**config.mk**
```make
export PLATFORM = sky130hd
export DESIGN_NAME = dfpa_ctrl
export DESIGN_NICKNAME = d
export VERILOG_FILES = /design/src/hw/rtl/dfpa_pkg.sv /design/src/hw/rtl/dfpa_ctrl.sv
export SDC_FILE = /design/constraint.sdc
export NUM_CORES = 1
export LEC_CHECK = 0
export ABC_CLOCK_PERIOD_IN_PS = 2350
export BUFFER_PORTS_ARGS = -buffer_cell sky130_fd_sc_hd__buf_2
export CORE_AREA = 2 2 39 41
export DETAILED_ROUTE_END_ITERATION = 8
export DIE_AREA = 0 0 41 43
export MAX_ROUTING_LAYER = met4
export PLACE_DENSITY_LB_ADDON = 0.3
export SLEW_MARGIN = 20
export SYNTH_ARGS = -nofsm -noshare
export SYNTH_HDL_FRONTEND = slang
export SYNTH_SLANG_ARGS = --single-unit
```
**constraint.sdc**
```tcl
create_clock -name clk -period 2.35 [get_ports clk]
set_clock_uncertainty 0.2 [all_clocks]
set_input_delay 0.3525 -clock clk [delete_from_list [all_inputs] [get_ports clk]]
set_output_delay 0.3525 -clock clk [all_outputs]
set_load 0.005 [all_outputs]
```
**src/hw/rtl/dfpa_pkg.sv**
```systemverilog
// ----------------------------------------------------------------------------
// dfpa_pkg
// Shared types and constants of the dynamic-range fixed-point ALU.
// ----------------------------------------------------------------------------
package dfpa_pkg;

  // Default largest integer length; the length registers hold up to 63.
  localparam int DFPA_MAX_INT_LEN = 31;
  localparam int LEN_W = 6;

  localparam logic [2:0] MODE_ADD = 3'd0;
  localparam logic [2:0] MODE_SUB = 3'd1;
  localparam logic [2:0] MODE_MUL = 3'd2;
  localparam logic [2:0] MODE_DIV = 3'd3;
  localparam logic [2:0] MODE_GT  = 3'd4;
  localparam logic [2:0] MODE_EQ  = 3'd5;

  typedef enum logic [3:0] {
    S_IDLE, S_SETUP, S_DISPATCH, S_MUL, S_LZC, S_DIVPREP,
    S_DIVITER, S_NORM, S_FIN, S_DONE
  } dfpa_state_t;

  typedef enum logic [3:0] {
    CMD_NONE, CMD_LOAD, CMD_SETUP, CMD_MUL, CMD_LZC_STEP,
    CMD_DIVPREP, CMD_DIV_STEP, CMD_NORM_STEP, CMD_FINISH
  } dfpa_cmd_t;

  typedef struct packed {
    logic [2:0] mode;
    logic       decided;
    logic       grow;
    logic       lzc_done;
    logic       iter_last;
    logic       norm_done;
  } dfpa_status_t;

endpackage

```
**src/hw/rtl/dfpa_ctrl.sv**
```systemverilog
// ----------------------------------------------------------------------------
// dfpa_ctrl
// Sequencer that steps the datapath through one operation.
// ----------------------------------------------------------------------------
module dfpa_ctrl (
  input  logic                  clk,
  input  logic                  rst,
  input  logic                  start,
  input  dfpa_pkg::dfpa_status_t status,
  output dfpa_pkg::dfpa_cmd_t   cmd,
  output logic                  busy,
  output logic                  done
);
  import dfpa_pkg::*;

  dfpa_state_t state, state_next;

  always_ff @(posedge clk) begin
    if (rst) begin
      state <= S_IDLE;
    end else begin
      state <= state_next;
    end
  end

  always_comb begin
    state_next = state;
    unique case (state)
      S_IDLE:     if (start) state_next = S_SETUP;
      S_SETUP:    state_next = S_DISPATCH;
      S_DISPATCH: begin
        case (status.mode) inside
          MODE_ADD, MODE_SUB: state_next = S_NORM;
          MODE_MUL:           state_next = S_MUL;
          MODE_DIV: begin
            if (status.decided) state_next = S_FIN;
            else if (status.grow) state_next = S_LZC;
            else state_next = S_DIVPREP;
          end
          default:            state_next = S_FIN;
        endcase
      end
      S_MUL:      state_next = S_NORM;
      S_LZC:      if (status.lzc_done) state_next = S_DIVPREP;
      S_DIVPREP:  state_next = S_DIVITER;
      S_DIVITER: begin
        if (status.decided) state_next = S_FIN;
        else if (status.iter_last) state_next = S_NORM;
      end
      S_NORM:     if (status.norm_done) state_next = S_FIN;
      S_FIN:      state_next = S_DONE;
      S_DONE:     state_next = S_IDLE;
      default:    state_next = S_IDLE;
    endcase
  end

  always_comb begin
    cmd  = CMD_NONE;
    busy = (state != S_IDLE);
    done = 1'b0;
    unique case (state)
      S_IDLE:     if (start) cmd = CMD_LOAD;
      S_SETUP:    cmd = CMD_SETUP;
      S_DISPATCH: cmd = CMD_NONE;
      S_MUL:      cmd = CMD_MUL;
      S_LZC:      if (!status.lzc_done) cmd = CMD_LZC_STEP;
      S_DIVPREP:  cmd = CMD_DIVPREP;
      S_DIVITER:  if (!status.decided) cmd = CMD_DIV_STEP;
      S_NORM:     if (!status.norm_done) cmd = CMD_NORM_STEP;
      S_FIN:      cmd = CMD_FINISH;
      S_DONE:     done = 1'b1;
      default:    cmd = CMD_NONE;
    endcase
  end

endmodule

```
# == Yosys cells after proc, flatten, opt, wreduce, memory -nomap -nowiden ==
# Cells that the tools add are included.
# classes
n_mux,17
reduce_logical,5
eq_ne,16
# ops
op,n
two-way mux 4 bit,9
one-hot mux 4 bit (9 select lines),1
one-hot mux 4 bit (8 select lines),1
equality test 4 x 3 -> 1 bit (second input constant),4
two-way mux 3 bit,3
equality test 4 x 2 -> 1 bit (second input constant),2
equality test 4 bit (second input constant),2
equality test 3 x 2 -> 1 bit (second input constant),2
inequality test 2 bit (second input constant),3
equality test 4 x 1 -> 1 bit (second input constant),1
zero test 4 bit,1
AND reduction 4 bit,1
nonzero test 4 bit,1
equality test 3 x 1 -> 1 bit (second input constant),1
zero test 3 bit,1
two-way mux 1 bit,3
inequality test 3 bit (second input constant),1
OR reduction 2 bit,1
# word_totals
regBits,4
inputBits,11
output_inout_bits,6
wordCells,39

# == Logic depth before layout (Yosys ltp) ==
# Gate-level depths: netlist of run 1.
# logic_depth
depth_word,6
depth_mapped,5

# == Worst setup path after synthesis of run 1 ==
# OpenSTA, ideal clock, no wires.
# synth_timing
kind,flip-flop to output port
start,reg state[1]
end,out cmd[2]
arrival_time_ps,928
setup_slack_ps,870
stages_incl_launch_ff,5
required_time_ps,1798
cell_sequence,dfxtp_1 > buf_6 > buf_2 > mux2i_1 > o211a_1
# synth_via
elab_chain_len,2
elab_cells_between_ends,9
classes_between,7 x eq/ne; 1 x mux; 1 x reduce/logical
# synth_lines
element,line,rtl
from (decl),dfpa_ctrl.sv:16,"dfpa_state_t state, state_next;"
from (signal assigned),dfpa_ctrl.sv:22,state <= state_next;
"equality test 4 bit, or another cell as far along",dfpa_ctrl.sv:61,unique case (state)
one-hot mux 4 bit (8 select lines) (*),dfpa_ctrl.sv:61,
to (decl),dfpa_ctrl.sv:10,"output dfpa_pkg::dfpa_cmd_t cmd,"
# Every way passes the cells marked *; elsewhere a longest branch is shown, timed or not.

# == Final worst setup path of run 1 ==
# Ends and elaborated chain as after synthesis.

==> out/qor.txt, run 1 <==
Vias -> 504
Crit-path max FO -> 17
Slew margin rel. -> 0.615
Final Max Tran Viols -> 0
CP cell instances -> mux2i_1 -> o211a_1 -> buf_2
Pleak -> 0.251 nW
Row cnt -> 14
Worst path slowest cell -> dfxtp_1
CTS sink cnt -> 4
Delay-heaviest family, CP -> flip-flops
Final hold violation count -> 0
Synth Area per Inst -> 7.08 um^2
CTS clk-pin slew, worst paths -> 40 ps
Post-CTS Resized -> 0
Reg2reg setup slack -> 660 ps
Initial drt markers -> 7
Layout cell share with drive strength beyond 1 -> 0.288
Setup TNS -> 0 ps
Seq cells post-synth -> 4
Area growth, synth to finish -> 17.2%
Fin nets -> 93
Syn nets -> 78
Root Buffer -> clkbuf_4
Final period utilization -> 0.838
Diode count -> 0
Cell Count, Final, Fillers Out -> 96
Die Footprint -> 1760 um^2
Min-Delay Path Class -> input port to flop
PortBufs -> 16
Critical Path RT -> 1800 ps
Critical path class -> flop to output pin
MaxCap Viol Count -> 0
Number of cells on the critical path -> 3
Die Y -> 43 um
Average wire per standard cell -> 11.4 um
Placed inst area -> 533 um^2
Worst Tran Pin Value -> 576 ps
Overflow after GRT -> 0
Crit path time final -> 1970 ps
Hold-fix buffers, CTS -> 0
CP peak stage delay -> 670 ps
Worst-skew pair later-pin latency -> 230 ps
Fmax -> 508 MHz
TritonCTS Buffers -> 3
DP HPWL -> 811 um
Synth Instances -> 67
Max Root-Sink Buffers -> 2
Placed insts -> 93
Largest net degree at the start of global routing -> 18
WP buf/inv -> 1
Cell area after layout -> 556 um^2
Worst IR Drop VDD -> 385 uV
Gpl congestion -> 0.772
R2R depth -> 4
Largest regs -> state (4)
Initial core utilization -> 0.343
GRT Total Usage -> 0.137
Vias in the first global route -> 414
CP Launch Type -> flop
DRC Markers -> 0
Antenna violations before repair -> 0
Crit. End Element -> output pin
Fillers -> 151
First-pass GRT wire length -> 1680 um
Crit path DAT -> 1420 ps
Largest register FFs -> 4
1st-pass router iterations -> 2
Die X -> 41 um
Routed Antenna Nets -> 0
Commonest non-fill, non-tap cell in the layout -> buf_2
Core area -> 1380 um^2
Drt total wl -> 1090 um
Hold Path Cell Cnt -> 2
Number of distinct library cells after synthesis -> 29
Yosys warning total -> 0
Cell area after synthesis -> 474 um^2
H-tree levels -> 1
# IOs -> 17
Power Density -> 1010 nW/um^2
Biggest register -> state
Post-CTS Setup Bufs -> 0
Status -> finished, final reports clean
CTS tree -> done
RSZ-0062 raised after global routing -> false
Final setup violation count -> 0
Seq/Total Area, Yosys -> 0.169
Vias per Instance -> 5.25
Most frequent cells in the layout -> buf_2 (16), nand2_1 (8), nor2_1 (6)
==> final cells by class <==
cell class,count,area (um^2),share of cell area
multi-input combinational,53,338,0.608
sequential,4,80.1,0.144
timing repair buffer,16,80.1,0.144
clock buffer,3,22.5,0.0405
tap,16,20.0,0.0360
inverter,4,15.0,0.0270
==> final timing paths <==
| check | start | endpoint |
|---|---|---|
| worst max-delay path | state[1]$_SDFFE_PP0P_ | cmd[2] |
| worst min-delay path | rst | state[3]$_SDFFE_PP0P_ |
| worst max register to register | state[1]$_SDFFE_PP0P_ | state[2]$_SDFFE_PP0P_ |
| worst min register to register | state[1]$_SDFFE_PP0P_ | state[1]$_SDFFE_PP0P_ |
==> where the power goes <==
group / total [mW] / switching [mW] / leakage (nW) / internal (mW)
Clock: 0.0823 / 0.0254 / 0.0138 / 0.0569
Sequential: 0.194 / 0.100 / 0.0328 / 0.0934
Combinational: 0.287 / 0.127 / 0.205 / 0.159
==> cells by family (layout without fill, tap and decap cells) <==
group,after synthesis,in the layout,share of synthesized area
muxes,3,3,0.0633
DFF,4,4,0.169
AOI/OAI and AO/OA,21,21,0.314
and+or+nand+nor,29,29,0.335
buffers and inverters,10,23,0.119
==> routing by layer <==
| layer | vias to the layer above | global-route usage | wire length, um |
|---|---|---|---|
| li1 | 272 | - | - |
| met1 | 224 | 0.177 | 532 |
| met2 | 8 | 0.216 | 527 |
| met3 | 0 | 0.0314 | 34 |
| met4 | 0 | 0.0200 | 0 |
| met5 | - | - | 0 |
==> through the flow <==
step / setup slack [ps] / hold WS (ps) / power, mW / utilization
after floorplan: 870 / 231 / 0.424 / -
after global placement: 614 / 384 / 0.487 / 0.385
after CTS: 358 / 138 / 0.571 / 0.401
after detailed placement: 627 / 387 / 0.482 / 0.385
final: 381 / 147 / 0.563 / 0.401
after global routing: 219 / 149 / 0.619 / 0.401
==> cells in the mapped netlist, drive strengths merged <==
| cell type | n | share of area |
|---|---|---|
| o211a | 1 | 0.021 |
| nand3 | 3 | 0.032 |
| and3 | 1 | 0.024 |
| o2bb2ai | 1 | 0.018 |
| o32ai | 1 | 0.018 |
| nor4bb | 1 | 0.021 |
| dfxtp | 4 | 0.17 |
| inv | 4 | 0.032 |
| buf | 6 | 0.087 |
| o21ai | 4 | 0.042 |
| nor3 | 5 | 0.063 |
| a211oi | 2 | 0.032 |
| and2b | 1 | 0.018 |
| nand2b | 2 | 0.026 |
| nor3b | 1 | 0.026 |
| nor2 | 6 | 0.047 |
| a21o | 1 | 0.016 |
| o2111a | 1 | 0.024 |
| mux2i | 3 | 0.063 |
| a21oi | 4 | 0.042 |
| and2 | 1 | 0.013 |
| nand2 | 8 | 0.063 |
| a31oi | 1 | 0.013 |
| a211o | 2 | 0.037 |
| a32oi | 1 | 0.018 |
| o211ai | 2 | 0.032 |
Note: power is estimated with default switching activity, not from simulation.
==> run 2: changes to the inputs <==
--- a/config.mk
+++ b/config.mk
@@ -5,7 +5,7 @@
 export SDC_FILE = /design/constraint.sdc
 export NUM_CORES = 1
 export LEC_CHECK = 0
-export ABC_CLOCK_PERIOD_IN_PS = 2350
+export ABC_CLOCK_PERIOD_IN_PS = 2000
 export BUFFER_PORTS_ARGS = -buffer_cell sky130_fd_sc_hd__buf_2
 export CORE_AREA = 2 2 39 41
 export DETAILED_ROUTE_END_ITERATION = 8
==> constraint.sdc (replaced) <==
create_clock -name clk -period 2 [get_ports clk]
set_clock_uncertainty 0.2 [all_clocks]
set_input_delay 0.3 -clock clk [delete_from_list [all_inputs] [get_ports clk]]
set_output_delay 0.3 -clock clk [all_outputs]
set_load 0.005 [all_outputs]
==> out/qor.txt, run 2 (same netlist as run 1, synthesis figures left out) <==
Status -> finished, final reports clean
Die X -> 41 um
Met1 Usage GRT -> 0.167
Cell area after layout -> 564 um^2
CTS sink cnt -> 4
Critical path class -> flop to output pin
CP cell instances -> and2b_2 -> o211a_1 -> buf_2
Crit path time final -> 1860 ps
Initial core utilization -> 0.343
Vias -> 523
Hold-fix buffers, CTS -> 0
H-tree levels -> 1
Antenna violations before repair -> 0
Placed inst area -> 541 um^2
Core area -> 1380 um^2
# IOs -> 17
Routed Antenna Nets -> 0
CTS tree -> done
Largest regs -> state (4)
Fmax -> 539 MHz
Critical Path RT -> 1500 ps
First-pass GRT wire length -> 1720 um
Worst IR Drop VDD -> 568 uV
Largest register FFs -> 4
Worst Tran Pin Value -> 465 ps
Vias in the first global route -> 430
Worst flop-to-flop path endpoint -> state[1]$_SDFFE_PP0P_
RSZ-0062 raised after global routing -> false
Global routing usage on met2 -> 0.228
Sw Ratio -> 0.444
Overflow after GRT -> 0
DP HPWL -> 841 um
Setup TNS -> 0 ps
Row cnt -> 14
Largest net degree at the start of global routing -> 18
Diode count -> 0
Root Buffer -> clkbuf_4
WP buf/inv -> 1
CP peak stage delay -> 600 ps
FF/Latch Area -> 81.3 um^2
Biggest register -> state
R2R depth -> 4
Final Max Tran Viols -> 0
Crit path DAT -> 1360 ps
Hold Path Cell Cnt -> 2
DRC Markers -> 0
Sequential Power Share -> 0.319
Final period utilization -> 0.928
Combinational power share -> 0.536
Area growth, synth to finish -> 19.0%
Final hold violation count -> 0
Most frequent cells in the layout -> buf_2 (16), nand2_1 (8), nor2_1 (6)
Average wire per standard cell -> 11.4 um
Int Pwr -> 0.375 mW
CTS clk-pin slew, worst paths -> 40 ps
Max Root-Sink Buffers -> 2
Reg2reg setup slack -> 350 ps
Worst-skew pair later-pin latency -> 230 ps
Die Y -> 43 um
Overall power -> 0.674 mW
Layer with the highest usage -> met2
1st-pass router iterations -> 2
Worst path slowest cell -> dfxtp_1
Clock power share -> 0.144
GRT Total Usage -> 0.141
Slew margin rel. -> 0.689
Switch Pwr -> 0.300 mW
Vias per Instance -> 5.39
Power Density -> 1190 nW/um^2
HP Start -> rst
Fin nets -> 94
Initial drt markers -> 7
Worst Hold End -> state[3]$_SDFFE_PP0P_
Layout cell share with drive strength beyond 1 -> 0.309
Met3 GRT Util -> 0.0471
Crit. End Element -> output pin
Die Footprint -> 1760 um^2
Drt total wl -> 1100 um
Pleak -> 0.257 nW
Crit-path max FO -> 15
Min-Delay Path Class -> input port to flop
Final setup violation count -> 0
Number of cells on the critical path -> 3
Fillers -> 156
Crit Reg-Reg Startpoint -> state[2]$_SDFFE_PP0P_
TritonCTS Buffers -> 3
PortBufs -> 16
Delay-heaviest family, CP -> flip-flops
Gpl congestion -> 0.811
CP Launch Type -> flop
Commonest non-fill, non-tap cell in the layout -> buf_2
Multi-input logic area -> 338 um^2
MaxCap Viol Count -> 0
## run 2: cell types whose count changed in the layout (fill, tap and decap cells not counted)
cell,before,now
dfxtp_1,4,3
dfxtp_2,0,1
buf_4,0,1
## run 2: power by group through the flow
stage	clock network, mW	registers (mW)	logic [mW]
detailed placement	0	0.215	0.363
CTS	0.103	0.214	0.366
global route	0.110	0.229	0.411
global placement	0	0.212	0.366
floorplan	0	0.129	0.368
finish	0.0973	0.215	0.362
## run 2: how the worst max path moves through the flow
stage | start | end
after floorplan | state[1]$_SDFFE_PP0P_ | cmd[2]
after global placement | state[1]$_SDFFE_PP0P_ | state[2]$_SDFFE_PP0P_
after detailed placement | state[1]$_SDFFE_PP0P_ | state[2]$_SDFFE_PP0P_
after CTS | state[1]$_SDFFE_PP0P_ | cmd[1]
after global routing | state[3]$_SDFFE_PP0P_ | cmd[2]
final | state[3]$_SDFFE_PP0P_ | cmd[2]
## run 2: area by class of cell
type,count,area share
Multi-Input combinational cell,53,0.599
Timing Repair Buffer,17,0.155
Sequential cell,4,0.144
Clock buffer,3,0.0399
Tap cell,16,0.0355
Inverter,4,0.0266
## run 2: metal layers
layer	vias up	routed length, um
li1	275	-
met1	238	508
met2	10	557
met3	0	37
met4	0	0
met5	-	0
## run 2: stage by stage
stage               cells  setup WS (ps)  hold slack (ps)  utilization
global route           97           57.8             90.5        0.408
CTS                    97           93.6             76.6        0.407
detailed placement     94            325              322        0.391
finish                 97            143             87.0        0.408
global placement       94            326              325        0.391
floorplan              67            572              178            -
## run 2: repair_timing
item / 4_1_cts / 5_1_grt
endpoints found under the hold margin: 0 / 0
buffers inserted: 0 / 0
endpoints found under the setup margin: 0 / 1
resized for setup: 0 / 1
==> run 3: changes to the inputs <==
--- a/config.mk
+++ b/config.mk
@@ -7,9 +7,9 @@
 export LEC_CHECK = 0
 export ABC_CLOCK_PERIOD_IN_PS = 2000
 export BUFFER_PORTS_ARGS = -buffer_cell sky130_fd_sc_hd__buf_2
-export CORE_AREA = 2 2 39 41
+export CORE_AREA = 10 10 47 49
 export DETAILED_ROUTE_END_ITERATION = 8
-export DIE_AREA = 0 0 41 43
+export DIE_AREA = 0 0 57 59
 export MAX_ROUTING_LAYER = met4
 export PLACE_DENSITY_LB_ADDON = 0.3
 export SLEW_MARGIN = 20
==> out/qor.txt, run 3 (same netlist as run 1, synthesis figures left out) <==
Status -> finished, final reports clean
Worst-skew pair later-pin latency -> 250 ps
Vias per Instance -> 5.48
CTS tree -> done
Crit-path max FO -> 15
PortBufs -> 16
Final setup violation count -> 0
Gpl congestion -> 0.767
Fmax -> 539 MHz
Layout cell share with drive strength beyond 1 -> 0.313
Worst Tran Pin Value -> 459 ps
Vias -> 526
Cell Count, Final, Fillers Out -> 96
CTS sink cnt -> 4
Critical Path RT -> 1500 ps
Average wire per standard cell -> 14.1 um
Initial drt markers -> 19
Largest register FFs -> 4
Commonest non-fill, non-tap cell in the layout -> buf_2
Core area -> 1400 um^2
Crit. End Element -> output pin
MaxCap Viol Count -> 0
Drt total wl -> 1360 um
Max Root-Sink Buffers -> 2
TritonCTS Buffers -> 3
GRT Total Usage -> 0.0803
Most frequent cells in the layout -> buf_2 (16), nand2_1 (8), nor2_1 (6)
CP peak stage delay -> 590 ps
Biggest register -> state
Die Y -> 59 um
Worst path slowest cell -> dfxtp_1
Largest net degree at the start of global routing -> 18
Slew margin rel. -> 0.694
Setup TNS -> 0 ps
H-tree levels -> 1
Largest regs -> state (4)
# IOs -> 17
Initial core utilization -> 0.338
Final Max Tran Viols -> 0
Die Footprint -> 3360 um^2
Worst IR Drop VDD -> 428 uV
Antenna violations before repair -> 0
CP cell instances -> and2b_2 -> o211a_1 -> buf_2
1st-pass router iterations -> 4
Reg2reg setup slack -> 300 ps
DP HPWL -> 976 um
Routed Antenna Nets -> 0
Vias in the first global route -> 497
First-pass GRT wire length -> 2150 um
Row cnt -> 14
Fin nets -> 93
Diode count -> 0
Final period utilization -> 0.928
Overflow after GRT -> 0
Critical path class -> flop to output pin
CP Launch Type -> flop
R2R depth -> 4
Placed insts -> 93
Crit path DAT -> 1360 ps
Crit path time final -> 1860 ps
Post-CTS Setup Bufs -> 0
DRC Markers -> 0
Crit path from -> state[3]$_SDFFE_PP0P_
Min-Delay Path Class -> input port to flop
Critical Path End -> cmd[2]
RSZ-0062 raised after global routing -> false
CTS clk-pin slew, worst paths -> 40 ps
Pleak -> 0.252 nW
Worst flop-to-flop path endpoint -> state[1]$_SDFFE_PP0P_
Crit Reg-Reg Startpoint -> state[2]$_SDFFE_PP0P_
Root Buffer -> clkbuf_4
Power Density -> 1230 nW/um^2
Final hold violation count -> 0
Area growth, synth to finish -> 17.7%
Die X -> 57 um
-- run 3: changes by cell type in the layout (fill, tap and decap cells not counted) --
cell and change:
dfxtp_2 +1, buf_4 -1, dfxtp_1 -1
-- run 3: layout make-up --
class,instances,area (um^2)
fill,157,843
inverter,4,15.0
timing repair buffer,16,80.1
sequential,4,82.6
clock buffer,3,22.5
multi-input combinational,53,338
tap,16,20.0
-- run 3: power by group --
group / leakage, nW / switching, mW / total [mW] / internal, mW
Clock: 0.0138 / 0.0393 / 0.107 / 0.0675
Sequential: 0.0335 / 0.118 / 0.231 / 0.113
Combinational: 0.205 / 0.159 / 0.346 / 0.187
Total: 0.252 / 0.316 / 0.684 / 0.368
-- run 3: critical path: cells and delay by family (launching register included) --
family / cells / cell delay, ps
AOI/OAI and AO/OA: 1 / 100
and+or+nand+nor: 1 / 290
buffers and inverters: 1 / 120
DFF: 1 / 590
-- run 3: worst min path at each step --
| stage | startpoint | end | slack (ps) | cells past startpoint |
|---|---|---|---|---|
| floorplan | rst | state[3]$_SDFFE_PP0P_ | 180 | 1 |
| global placement | rst | state[3]$_SDFFE_PP0P_ | 320 | 2 |
| detailed placement | rst | state[3]$_SDFFE_PP0P_ | 330 | 2 |
| CTS | rst | state[3]$_SDFFE_PP0P_ | 70 | 2 |
| global route | rst | state[3]$_SDFFE_PP0P_ | 80 | 2 |
| finish | rst | state[3]$_SDFFE_PP0P_ | 80 | 2 |
-- run 3: through the flow --
| step | setup WS (ps) | hold slack (ps) | util | power, mW | cell area, um^2 |
|---|---|---|---|---|---|
| 2_1_floorplan | 572 | 178 | - | 0.498 | 474 |
| 3_3_place_gp | 272 | 323 | 0.380 | 0.569 | 533 |
| 3_5_place_dp | 295 | 328 | 0.380 | 0.575 | 533 |
| 4_1_cts | 14.9 | 68.9 | 0.396 | 0.687 | 556 |
| 5_1_grt | 52.9 | 77.2 | 0.398 | 0.747 | 558 |
| 6_report | 145 | 79.5 | 0.398 | 0.684 | 558 |
-- run 3: repair_timing --
item / CTS / global route
resized for setup: 0 / 2
hold buffers: 0 / 0
endpoints found under the setup margin: 0 / 3
-- run 3: metal layers --
layer / wire [um] / vias up / share of wire / GRT usage
met5: 0 / - / 0 / -
met4: 38 / 0 / 0.028 / 0.0403
met3: 81 / 6 / 0.060 / 0.0322
met2: 597 / 18 / 0.44 / 0.119
met1: 637 / 229 / 0.47 / 0.0910
li1: - / 273 / - / -
